[config.mk]
export PLATFORM = sky130hd
export DESIGN_NAME = a2c_div_step
export DESIGN_NICKNAME = d
export VERILOG_FILES = /design/src/rtl/core/a2c_pkg.sv /design/src/rtl/core/a2c_div_step.sv
export SDC_FILE = /design/constraint.sdc
export NUM_CORES = 1
export LEC_CHECK = 0
export BUFFER_PORTS_ARGS = -buffer_cell sky130_fd_sc_hd__buf_4
export CORE_AREA = 3 3 124 66
export DETAILED_ROUTE_END_ITERATION = 8
export DIE_AREA = 0 0 127 69
export PLACE_DENSITY = 0.67
export SYNTH_ARGS = -nofsm -noshare
export SYNTH_HDL_FRONTEND = slang
export SYNTH_SLANG_ARGS = --single-unit
[constraint.sdc]
create_clock -name clk -period 3.5 [get_ports clk]
set_clock_uncertainty 0.15 [all_clocks]
set_input_delay 0.7 -clock clk [delete_from_list [all_inputs] [get_ports clk]]
set_output_delay 0.7 -clock clk [all_outputs]
set_load 0.05 [all_outputs]
[src/rtl/core/a2c_pkg.sv]
`default_nettype none

package a2c_pkg;

    // default sample width of the coordinate ports
    localparam int IN_WIDTH_DEF = 16;

    // output angle format, signed Q3.ANGLE_FRAC_BITS
    localparam int ANGLE_W         = 16;
    localparam int ANGLE_FRAC_BITS = 13;

    // ratio r in signed Q1.15, quotient carries one extra bit for rounding
    localparam int R_W    = 16;
    localparam int QUOT_W = R_W + 1;
    localparam logic signed [R_W-1:0] R_MAX = {1'b0, {(R_W-1){1'b1}}};

    // polynomial coefficients in Q0.16
    localparam int C3_W = 14;
    localparam int C1_W = 16;
    localparam logic [C3_W-1:0] COEF_C3 = 14'd12865;
    localparam logic [C1_W-1:0] COEF_C1 = 16'd64337;

    // Q61 to Q31 reduction of the cubic term
    localparam int T3_SHIFT = 30;

    // width of the Q31 angle sum and its offsets
    localparam int SUM_W = 36;
    localparam logic signed [SUM_W-1:0] PI_4_Q31  = 36'sd1686629713;
    localparam logic signed [SUM_W-1:0] PI3_4_Q31 = 36'sd5059889139;

    // sign information carried alongside the divider
    typedef struct packed {
        logic num_neg;
        logic x_neg;
        logic y_neg;
    } side_t;

endpackage

`default_nettype wire

[src/rtl/core/a2c_div_step.sv]
`default_nettype none

module a2c_div_step
    import a2c_pkg::*;
#(
    parameter int DEN_W = IN_WIDTH_DEF + 1,
    parameter bit FIRST = 1'b0
)(
    input  logic              clk,
    input  logic              en,
    input  logic [DEN_W-1:0]  rem_in,
    input  logic [DEN_W-1:0]  den_in,
    input  logic [QUOT_W-1:0] quot_in,
    input  side_t             side_in,
    output logic [DEN_W-1:0]  rem_out,
    output logic [DEN_W-1:0]  den_out,
    output logic [QUOT_W-1:0] quot_out,
    output side_t             side_out
);

    logic [DEN_W:0]     rem_sh;
    logic [DEN_W+1:0]   diff;
    logic               ge;
    logic [DEN_W-1:0]   rem_next;
    logic [QUOT_W-1:0]  quot_next;

    logic [DEN_W-1:0]   rem_reg;
    logic [DEN_W-1:0]   den_reg;
    logic [QUOT_W-1:0]  quot_reg;
    side_t              side_reg;

    // one restoring step: the first step compares the unshifted remainder
    always_comb
    begin
        if (FIRST)
            rem_sh = {1'b0, rem_in};
        else
            rem_sh = {rem_in, 1'b0};
        diff      = {1'b0, rem_sh} - {2'b00, den_in};
        ge        = !diff[DEN_W+1];
        rem_next  = ge ? diff[DEN_W-1:0] : rem_sh[DEN_W-1:0];
        quot_next = {quot_in[QUOT_W-2:0], ge};
    end

    // stage register
    always_ff @(posedge clk)
    begin
        if (en)
        begin
            rem_reg  <= rem_next;
            den_reg  <= den_in;
            quot_reg <= quot_next;
            side_reg <= side_in;
        end
    end

    assign rem_out  = rem_reg;
    assign den_out  = den_reg;
    assign quot_out = quot_reg;
    assign side_out = side_reg;

endmodule

`default_nettype wire
==> results of run 1 <==
-- flip-flops by register name, indices dropped and copies added, names as in the netlist --
name      count
side_out      3
rem_out      17
quot_out     17
den_out      17
-- worst max path at each step --
stage	from	endpoint	slack, ns	depth (start not counted)
floorplan	den_in[11]	rem_out[11]	0.60	10
finish	rem_in[0]	rem_out[15]	0.65	10
global route	rem_in[6]	rem_out[2]	0.57	9
global placement	rem_in[0]	rem_out[13]	0.38	10
detailed placement	rem_in[0]	rem_out[15]	0.36	10
CTS	rem_in[0]	rem_out[15]	0.66	10
-- final cells by class --
type / count / area [µm²] / area share
Sequential cell: 54 / 1620 / 0.414
Timing Repair Buffer: 109 / 831 / 0.212
Tap cell: 96 / 120 / 0.0307
Inverter: 24 / 90.1 / 0.0230
Multi-Input combinational cell: 137 / 1110 / 0.283
Clock inverter: 3 / 20.0 / 0.00512
Clock buffer: 5 / 125 / 0.0320
-- report_power, final --
part	total [mW]	internal, mW	switching, mW
Sequential	0.812	0.793	0.0182
Combinational	0.639	0.236	0.403
Clock	0.484	0.265	0.219
-- layer usage --
metal	vias up	global-route usage	wire [µm]
li1	1040	-	-
met1	1018	0.188	2820
met2	69	0.245	3100
met3	4	0.0310	393
met4	0	0.0369	45
met5	-	0	0
-- synthesized netlist by cell type (4+ instances only) --
cell type / count
sky130_fd_sc_hd__ha_1: 16
sky130_fd_sc_hd__and3_1: 4
sky130_fd_sc_hd__mux2_2: 8
sky130_fd_sc_hd__a21o_1: 8
sky130_fd_sc_hd__mux2_4: 4
sky130_fd_sc_hd__a21oi_1: 14
sky130_fd_sc_hd__nand2_1: 11
sky130_fd_sc_hd__nor2_1: 9
sky130_fd_sc_hd__edfxtp_1: 54
sky130_fd_sc_hd__o21a_1: 4
sky130_fd_sc_hd__inv_1: 24
sky130_fd_sc_hd__xnor2_1: 8
-- logic make-up after synthesis --
family	after synthesis	synth area share
compound gates	57	0.151
simple gates	38	0.0662
xor+xnor	11	0.0338
fa+ha+maj	17	0.0772
flops	54	0.568
mux	14	0.0596
buf+inv	27	0.0443
-- placed cells by master (no fill, tap or decap), types with 2 or more instances in the layout --
master,count
sky130_fd_sc_hd__inv_1,24
sky130_fd_sc_hd__a211oi_1,2
sky130_fd_sc_hd__o21a_1,4
sky130_fd_sc_hd__nor3_1,2
sky130_fd_sc_hd__o21ai_0,3
sky130_fd_sc_hd__o31ai_1,3
sky130_fd_sc_hd__a21o_1,8
sky130_fd_sc_hd__clkbuf_16,5
sky130_fd_sc_hd__edfxtp_1,54
sky130_fd_sc_hd__and3_1,4
sky130_fd_sc_hd__nor2b_1,2
sky130_fd_sc_hd__ha_1,16
sky130_fd_sc_hd__and2_1,2
sky130_fd_sc_hd__mux2i_1,2
sky130_fd_sc_hd__a211o_1,2
sky130_fd_sc_hd__nand2b_1,3
sky130_fd_sc_hd__nand2_1,11
sky130_fd_sc_hd__nor2_1,9
sky130_fd_sc_hd__a21boi_0,2
sky130_fd_sc_hd__nand3_1,2
sky130_fd_sc_hd__a21oi_2,2
sky130_fd_sc_hd__xor2_1,3
sky130_fd_sc_hd__mux2_4,4
sky130_fd_sc_hd__xnor2_1,8
sky130_fd_sc_hd__o211ai_1,2
sky130_fd_sc_hd__buf_4,108
sky130_fd_sc_hd__mux2_2,8
sky130_fd_sc_hd__a31oi_1,2
sky130_fd_sc_hd__a21oi_1,14
sky130_fd_sc_hd__and4_1,2
==> impl_metrics.py, run 1 <==
metrics = {
    "run_status": {
        "outcome": "complete, no violations",
    },
    "global_routing": {
        "grt_start_max_net_pins": 55,
        "vias_in_the_first_global_route": 2126,
        "grt_pass1_wl_um": 10300,
        "initial_antenna_violation_count": 0,
        "grt_usage": 0.144,
        "grt_overflow": 0,
    },
    "synth": {
        "synthTopCellsByArea": "sky130_fd_sc_hd__edfxtp_1 57%, sky130_fd_sc_hd__ha_1 7.0%, sky130_fd_sc_hd__inv_1 3.2%, sky130_fd_sc_hd__mux2_2 3.2%, sky130_fd_sc_hd__a21oi_1 2.5%",
        "ys.flop_type": "sky130_fd_sc_hd__edfxtp_1",
        "synth_sequential_area_ratio": 0.568,
        "asyncSetResetFlopFracSynth": 0,
        "net_count_after_synthesis": 291,
        "synth_cells": 218,
        "yosysTopAreaCell": "sky130_fd_sc_hd__edfxtp_1",
        "synthesis.yosys.warnings": 0,
        "synth_edf_count": 54,
        "synth_largest_type_area_fraction": 0.568,
        "post_synth.cell_area_avg_um2": 13.1,
        "synthDistinctLibCells": 46,
        "yosys_register_bits": 54,
        "netlist_area_um2": 2850,
    },
    "cts": {
        "hold_buffers": 0,
        "root_cell_of_the_clock_tree": "sky130_fd_sc_hd__clkbuf_16",
        "cts_tree": "built",
        "clkSlewWorstSetupHoldPaths_ns": 0.07,
        "numCtsBuffers": 5,
        "cts_repair_resize_count": 0,
        "post_cts_setup_bufs": 0,
        "cts.htree.levels": 2,
        "cts_num_sinks": 54,
        "deepest_clock_path_buffer_count": 2,
    },
    "power_and_ir_drop": {
        "p_leak_nw": 1.73,
        "worst_ir_drop_vdd_uv": 201,
        "powerDensity_nw_per_um2": 494,
        "post-layout-total-power_mw": 1.93,
    },
    "final_layout": {
        "drive_gt1_frac": 0.407,
        "insertedDiodeCount": 0,
        "fillerInstances": 652,
        "final_core_util": 0.543,
        "area.growth.synth_to_final_pct": 37.1,
        "finalNetCount": 404,
        "postLayoutCellArea_um2": 3910,
        "final_cell_count_no_fill": 428,
    },
    "placed_design": {
        "globalplace.congestion": 0.802,
        "post-place-ws_ns": 0.356,
        "detailedPlacementHpwl_um": 4990,
        "io_buffers": 108,
        "place.detailed.instances": 420,
        "placed_cell_area_um2": 3770,
    },
    "timing": {
        "max_slew_margin": 0.539,
        "hold_ws_ns": 0.437,
        "report.final.hold_viol_count": 0,
        "final.setup.worst_slack_ns": 0.651,
        "setup-violations-final": 0,
        "max_slew.worst_pin.slew_ns": 0.691,
        "post-route-min-period_ns": 2.85,
        "highest_clock_rate_mhz": 351,
        "totalNegativeSetupSlack_ns": 0,
        "rsz0062_at_grt": "false",
        "post-route-period-util": 0.814,
        "maxSlewViolCount": 0,
    },
    "setup_path": {
        "cp-end-kind": "flip-flop",
        "nature_of_the_critical_path_startpoint": "primary input",
        "timing.critical_path.max_delay_family": "compound AO/OA/AOI/OAI gates",
        "worstPathBufferInverterCount": 3,
        "path_cells": "buf_4 > inv_1 > fa_1 > nand2b_1 > a21oi_2 > o21bai_2 > o211ai_4 > a21oi_4 > buf_12 > mux2_4",
        "critPathArrivalTime_ns": 2.74,
        "path_max_fanout": 18,
        "cp_slowest_cell": "sky130_fd_sc_hd__fa_1",
        "worst_ep_required_time_ns": 3.39,
        "timing.critical_path.slowest_cell_delay_ns": 0.47,
        "crit_type": "in2reg",
    },
    "worst_hold_path": {
        "hp-class": "in2reg",
        "hold_crit_endpoint": "quot_out[2]",
        "beginning_of_the_worst_hold_path": "quot_in[1]",
        "holdPathStages": 1,
    },
    "die": {
        "boundaryPins": 110,
        "initial_core_utilization": 0.396,
        "design.die.area_um2": 8760,
        "floorplan.core_area_um2": 7210,
        "std_cell_rows": 22,
        "die_width_um": 127,
        "die_height_um": 69,
    },
    "detailed_routing": {
        "route.detailed.drc": 0,
        "dr.first_iter.drc_count": 69,
        "route.final.wire_length_um": 6370,
        "detail_route_antenna_nets": 0,
        "drt-vias-per-instance": 4.98,
        "dr.pass1.iters": 4,
        "detail_route.wl_per_cell_um": 14.9,
        "via_count": 2131,
    },
    "job": {
        "maxCapViolations": 0,
    },
}
No activity file was read; power rests on OpenSTA's default activity.
==> inputs of run 2 (changes only) <==
--- a/config.mk
+++ b/config.mk
@@ -9,7 +9,7 @@
 export CORE_AREA = 3 3 124 66
 export DETAILED_ROUTE_END_ITERATION = 8
 export DIE_AREA = 0 0 127 69
-export PLACE_DENSITY = 0.67
+export PLACE_DENSITY = 0.69
 export SYNTH_ARGS = -nofsm -noshare
 export SYNTH_HDL_FRONTEND = slang
 export SYNTH_SLANG_ARGS = --single-unit
==> constraint.sdc (replaced) <==
create_clock -name clk -period 2.3 [get_ports clk]
set_clock_uncertainty 0.15 [all_clocks]
set_input_delay 0.46 -clock clk [delete_from_list [all_inputs] [get_ports clk]]
set_output_delay 0.46 -clock clk [all_outputs]
set_load 0.05 [all_outputs]
==> impl_metrics.py, run 2 (synthesis gave the netlist of run 1 again) <==
metrics = {
    "run_status": {
        "outcome": "complete, but fails checks",
        "failed_checks": "negative setup slack",
    },
    "timing": {
        "post-route-period-util": 1.02,
        "hold_ws_ns": 0.195,
        "setup-violations-final": 5,
        "max_slew_margin": 0.524,
        "post-route-min-period_ns": 2.34,
        "final.setup.worst_slack_ns": -0.0359,
        "max_slew.worst_pin.slew_ns": 0.714,
        "highest_clock_rate_mhz": 428,
        "totalNegativeSetupSlack_ns": -0.0536,
        "report.final.hold_viol_count": 0,
        "rsz0062_at_grt": "true",
        "maxSlewViolCount": 0,
    },
    "setup_path": {
        "critPathArrivalTime_ns": 2.23,
        "timing.critical_path.slowest_cell_delay_ns": 0.39,
        "cp_slowest_cell": "sky130_fd_sc_hd__fa_2",
        "cp-end-kind": "flip-flop",
        "nature_of_the_critical_path_startpoint": "primary input",
        "worstPathBufferInverterCount": 3,
        "timing.critical_path.from": "den_in[0]",
        "path_max_fanout": 7,
        "crit_type": "in2reg",
        "path_cells": "buf_6 > fa_2 > nand2b_4 > a21oi_4 > o21bai_4 > o211ai_4 > a21oi_4 > buf_8 > buf_6 > a22o_1",
        "timing.critical_path.max_delay_family": "compound AO/OA/AOI/OAI gates",
        "worst_ep_required_time_ns": 2.20,
    },
    "global_routing": {
        "grt_start_max_net_pins": 55,
        "grt_overflow": 0,
        "initial_antenna_violation_count": 0,
        "grt_pass1_wl_um": 11400,
        "vias_in_the_first_global_route": 2375,
        "grt_usage": 0.161,
    },
    "cts": {
        "cts_num_sinks": 54,
        "root_cell_of_the_clock_tree": "sky130_fd_sc_hd__clkbuf_16",
        "cts.htree.levels": 2,
        "numCtsBuffers": 5,
        "hold_buffers": 0,
        "cts_tree": "built",
        "deepest_clock_path_buffer_count": 2,
        "clkSlewWorstSetupHoldPaths_ns": 0.08,
    },
    "final_layout": {
        "drive_gt1_frac": 0.575,
        "finalNetCount": 463,
        "final_cell_count_no_fill": 487,
        "layout_common_cells": "158 x sky130_fd_sc_hd__buf_4, 54 x sky130_fd_sc_hd__edfxtp_1, 21 x sky130_fd_sc_hd__inv_1",
        "postLayoutCellArea_um2": 4670,
        "fillerInstances": 580,
        "mostFrequentLayoutCell": "sky130_fd_sc_hd__buf_4",
        "area.growth.synth_to_final_pct": 63.7,
        "layout.area.seq_um2": 1620,
        "insertedDiodeCount": 0,
        "total_area_of_multi_input_combinational_cells_um2": 1340,
    },
    "detailed_routing": {
        "detail_route.wl_per_cell_um": 15.1,
        "route.detailed.drc": 0,
        "dr.pass1.iters": 4,
        "route.final.wire_length_um": 7370,
        "dr.first_iter.drc_count": 113,
        "detail_route_antenna_nets": 0,
        "via_count": 2327,
        "drt-vias-per-instance": 4.78,
    },
    "power_and_ir_drop": {
        "power_report.internal_total_mw": 2.25,
        "worst_ir_drop_vdd_uv": 479,
        "power.share.clock": 0.265,
        "power.switching_fraction": 0.323,
        "p_leak_nw": 2.11,
        "power_frac_comb": 0.364,
        "p_sw_mw": 1.08,
        "powerDensity_nw_per_um2": 712,
        "power.sequential.fraction": 0.371,
    },
    "placed_design": {
        "io_buffers": 108,
        "detailedPlacementHpwl_um": 5550,
        "place.detailed.instances": 470,
        "placed_cell_area_um2": 4190,
        "post-place-ws_ns": -0.368,
        "globalplace.congestion": 0.817,
    },
    "worst_hold_path": {
        "beginning_of_the_worst_hold_path": "den_in[8]",
        "hp-class": "in2reg",
    },
    "die": {
        "floorplan.core_area_um2": 7210,
        "boundaryPins": 110,
        "die_height_um": 69,
        "die_width_um": 127,
        "initial_core_utilization": 0.396,
        "design.die.area_um2": 8760,
        "std_cell_rows": 22,
    },
    "job": {
        "maxCapViolations": 0,
    },
}
-- run 2: changes by cell type in the layout (fill, tap and decap cells not counted), moves of 7 or more --
cell                      delta
sky130_fd_sc_hd__mux2_2      -8
sky130_fd_sc_hd__buf_4      +50
sky130_fd_sc_hd__a21oi_1     -7
sky130_fd_sc_hd__ha_1        -8
sky130_fd_sc_hd__mux2_4      +8
sky130_fd_sc_hd__buf_6       +7
-- run 2: final cells by class --
type,instances,area share
Multi-Input combinational cell,137,0.286
Inverter,24,0.0225
Tap cell,96,0.0257
Clock inverter,3,0.0104
Timing Repair Buffer,168,0.281
Sequential cell,54,0.347
Clock buffer,5,0.0268
-- run 2: through the flow --
stage                     power (mW)   util
after floorplan                 1.94      -
after global placement          2.34  0.580
after detailed placement        2.36  0.580
after CTS                       3.28  0.617
after global routing            3.48  0.648
final                           3.33  0.648
-- run 2: path summary, 6_finish.rpt --
| check | end | slack (ns) | cells past startpoint |
|---|---|---|---|
| max | rem_out[14] | -0.04 | 10 |
| min | den_out[8] | 0.20 | 1 |
-- run 2: what timing repair did --
item	CTS	global route
resized for setup	19	36
setup endpoints to repair	13	16
setup buffers	1	8
pin swaps	6	20
-- run 2: power by group through the flow --
stage | combinational, mW | sequential (mW) | clock, mW
3_3_place_gp | 1.08 | 1.25 | 0
3_5_place_dp | 1.10 | 1.26 | 0
5_1_grt | 1.28 | 1.25 | 0.953
4_1_cts | 1.14 | 1.24 | 0.905
6_report | 1.21 | 1.23 | 0.881
2_1_floorplan | 0.324 | 1.61 | 0
-- run 2: routing by layer --
layer / global-route usage / up-vias / routed length [µm]
li1: - / 1157 / -
met1: 0.202 / 1107 / 3180
met2: 0.282 / 55 / 3750
met3: 0.0364 / 8 / 329
met4: 0.0392 / 0 / 118
met5: 0 / - / 0
==> inputs of run 3 (changes only) <==
--- a/config.mk
+++ b/config.mk
@@ -5,11 +5,12 @@
 export SDC_FILE = /design/constraint.sdc
 export NUM_CORES = 1
 export LEC_CHECK = 0
+export ABC_AREA = 1
 export BUFFER_PORTS_ARGS = -buffer_cell sky130_fd_sc_hd__buf_4
-export CORE_AREA = 3 3 124 66
+export CORE_AREA = 2 2 119 63
 export DETAILED_ROUTE_END_ITERATION = 8
-export DIE_AREA = 0 0 127 69
-export PLACE_DENSITY = 0.69
+export DIE_AREA = 0 0 121 65
+export PLACE_DENSITY = 0.76
 export SYNTH_ARGS = -nofsm -noshare
 export SYNTH_HDL_FRONTEND = slang
 export SYNTH_SLANG_ARGS = --single-unit
==> impl_metrics.py, run 3 <==
metrics = {
    "run_status": {
        "outcome": "complete, no violations",
    },
    "setup_path": {
        "critPathArrivalTime_ns": 2.11,
        "worst_ep_required_time_ns": 2.31,
        "crit_type": "in2reg",
        "nature_of_the_critical_path_startpoint": "primary input",
        "cp-end-kind": "flip-flop",
        "path_max_fanout": 19,
        "capturing_instance_or_port_of_the_critical_path": "rem_out[13]",
        "timing.critical_path.from": "rem_in[14]",
    },
    "global_routing": {
        "grt_start_max_net_pins": 55,
        "grt_pass1_wl_um": 11500,
        "vias_in_the_first_global_route": 2381,
        "grt_usage": 0.193,
        "initial_antenna_violation_count": 0,
        "grt_overflow": 0,
    },
    "final_layout": {
        "insertedDiodeCount": 0,
        "layout_common_cells": "131 x sky130_fd_sc_hd__buf_4, 128 x sky130_fd_sc_hd__nand2_1, 61 x sky130_fd_sc_hd__inv_1",
        "postLayoutCellArea_um2": 4230,
        "total_area_of_multi_input_combinational_cells_um2": 1130,
        "final_core_util": 0.607,
        "mostFrequentLayoutCell": "sky130_fd_sc_hd__buf_4",
        "layout.area.seq_um2": 1620,
        "finalNetCount": 547,
        "fillerInstances": 625,
        "drive_gt1_frac": 0.323,
        "area.growth.synth_to_final_pct": 40.6,
    },
    "power_and_ir_drop": {
        "worst_ir_drop_vdd_uv": 411,
        "powerDensity_nw_per_um2": 701,
        "p_leak_nw": 2.18,
    },
    "synth": {
        "yosysTopAreaCell": "sky130_fd_sc_hd__edfxtp_1",
        "yosys_register_bits": 54,
        "library_cell_with_the_highest_instance_count_after_synthesis": "sky130_fd_sc_hd__nand2_1",
        "synth_sequential_area_ratio": 0.539,
        "synthTopCellsByArea": "sky130_fd_sc_hd__edfxtp_1 54%, sky130_fd_sc_hd__nand2_1 16%, sky130_fd_sc_hd__inv_1 7.6%, sky130_fd_sc_hd__ha_1 6.7%, sky130_fd_sc_hd__nand3_1 2.5%",
        "synthesis.yosys.warnings": 0,
        "synth_edf_count": 54,
        "top_cells_by_instance_count_after_synthesis": "128 x sky130_fd_sc_hd__nand2_1, 61 x sky130_fd_sc_hd__inv_1, 54 x sky130_fd_sc_hd__edfxtp_1",
        "synth_cells": 338,
        "synth_largest_type_area_fraction": 0.539,
        "asyncSetResetFlopFracSynth": 0,
        "netlist_area_um2": 3010,
        "post_synth.cell_area_avg_um2": 8.90,
        "synthDistinctLibCells": 24,
        "ys.flop_type": "sky130_fd_sc_hd__edfxtp_1",
        "net_count_after_synthesis": 411,
    },
    "detailed_routing": {
        "drt-vias-per-instance": 4.54,
        "detail_route.wl_per_cell_um": 12.8,
        "dr.first_iter.drc_count": 153,
        "via_count": 2585,
        "dr.pass1.iters": 4,
        "route.final.wire_length_um": 7290,
        "route.detailed.drc": 0,
        "detail_route_antenna_nets": 0,
    },
    "timing": {
        "report.final.hold_viol_count": 0,
        "highest_clock_rate_mhz": 477,
        "max_slew_margin": 0.561,
        "post-route-min-period_ns": 2.10,
        "rsz0062_at_grt": "false",
        "max_slew.worst_pin.slew_ns": 0.658,
        "post-route-period-util": 0.911,
        "setup-violations-final": 0,
        "maxSlewViolCount": 0,
    },
    "worst_hold_path": {
        "hp-class": "in2reg",
        "holdPathStages": 1,
    },
    "cts": {
        "cts.htree.levels": 2,
        "post_cts_setup_bufs": 0,
        "root_cell_of_the_clock_tree": "sky130_fd_sc_hd__clkbuf_16",
        "hold_buffers": 0,
        "cts_repair_resize_count": 0,
        "cts_tree": "built",
        "numCtsBuffers": 5,
        "cts_num_sinks": 54,
        "deepest_clock_path_buffer_count": 2,
        "clkSlewWorstSetupHoldPaths_ns": 0.07,
    },
    "die": {
        "std_cell_rows": 22,
        "die_width_um": 121,
        "floorplan.core_area_um2": 6960,
        "initial_core_utilization": 0.432,
        "boundaryPins": 110,
        "design.die.area_um2": 7870,
        "die_height_um": 65,
    },
    "job": {
        "maxCapViolations": 0,
    },
    "placed_design": {
        "globalplace.congestion": 0.827,
        "detailedPlacementHpwl_um": 5850,
        "io_buffers": 108,
        "placed_cell_area_um2": 4090,
    },
}
==> run 3: changes by cell type after synthesis, moves of 6 or more <==
cell                      delta
sky130_fd_sc_hd__nand2_1   +117
sky130_fd_sc_hd__inv_1      +37
sky130_fd_sc_hd__nand3_1    +13
sky130_fd_sc_hd__a21o_1      -8
sky130_fd_sc_hd__mux2_2      -8
sky130_fd_sc_hd__nor2_1      +6
sky130_fd_sc_hd__xnor2_1     -6
==> run 3: cell families (layout without fill, tap and decap cells) <==
group / after synthesis / in the layout / share of synthesized area
and+or+nand+nor: 185 / 185 / 0.265
buffers and inverters: 65 / 201 / 0.0869
DFF: 54 / 54 / 0.539
adders and majority gates: 17 / 17 / 0.0732
AOI/OAI and AO/OA: 11 / 11 / 0.0183
xor gates and xnor gates: 6 / 6 / 0.0175
==> run 3: metrics by stage <==
step	setup TNS (ns)	hold WS, ns	power [mW]	cells	worst slack, ns
2_1_floorplan	0	0.409	1.89	338	0.261
3_3_place_gp	-0.879	0.488	2.24	563	-0.0648
3_5_place_dp	-1.19	0.489	2.26	563	-0.100
4_1_cts	0	0.186	2.98	570	0.201
5_1_grt	0	0.181	3.11	570	0.0225
6_report	0	0.190	2.96	570	0.205
==> run 3: layout make-up <==
cell class | instances | area share
Timing Repair Buffer | 131 | 0.232
Clock inverter | 2 | 0.00355
Inverter | 63 | 0.0565
Clock buffer | 5 | 0.0296
Sequential cell | 54 | 0.383
Tap cell | 96 | 0.0284
Multi-Input combinational cell | 219 | 0.266
==> run 3: per-layer routing <==
metal / up-vias / GRT usage / wire length, µm
li1: 1345 / - / -
met5: - / 0 / 0
met3: 5 / 0.0519 / 554
met1: 1150 / 0.296 / 3810
met2: 85 / 0.275 / 2870
met4: 0 / 0.0320 / 46
==> run 3: power breakdown <==
part | leakage (nW) | total [mW] | switching [mW] | internal, mW
clock | 0.0619 | 0.724 | 0.327 | 0.397
combinational | 1.59 | 1.01 | 0.662 | 0.346
sequential | 0.528 | 1.23 | 0.0273 | 1.20
total | 2.18 | 2.96 | 1.02 | 1.95
==> run 3: how the worst min path moves through the flow <==
stage	slack (ns)	start	end
6_report	0.19	quot_in[1]	quot_out[2]
2_1_floorplan	0.41	den_in[0]	den_out[0]
3_3_place_gp	0.49	side_in[1]	side_out[1]
3_5_place_dp	0.49	quot_in[15]	quot_out[16]
4_1_cts	0.19	quot_in[1]	quot_out[2]
5_1_grt	0.18	quot_in[7]	quot_out[8]
==> run 3: worst max-delay path, stage by stage <==
cell and delay, ns:
sky130_fd_sc_hd__buf_4 0.12, sky130_fd_sc_hd__ha_1 0.33, sky130_fd_sc_hd__a21oi_1 0.16, sky130_fd_sc_hd__buf_4 0.15
sky130_fd_sc_hd__o21ai_0 0.07, sky130_fd_sc_hd__nor2_1 0.21, sky130_fd_sc_hd__nand2_4 0.21, sky130_fd_sc_hd__inv_4 0.24
sky130_fd_sc_hd__nand2_1 0.08, sky130_fd_sc_hd__nand2_1 0.08
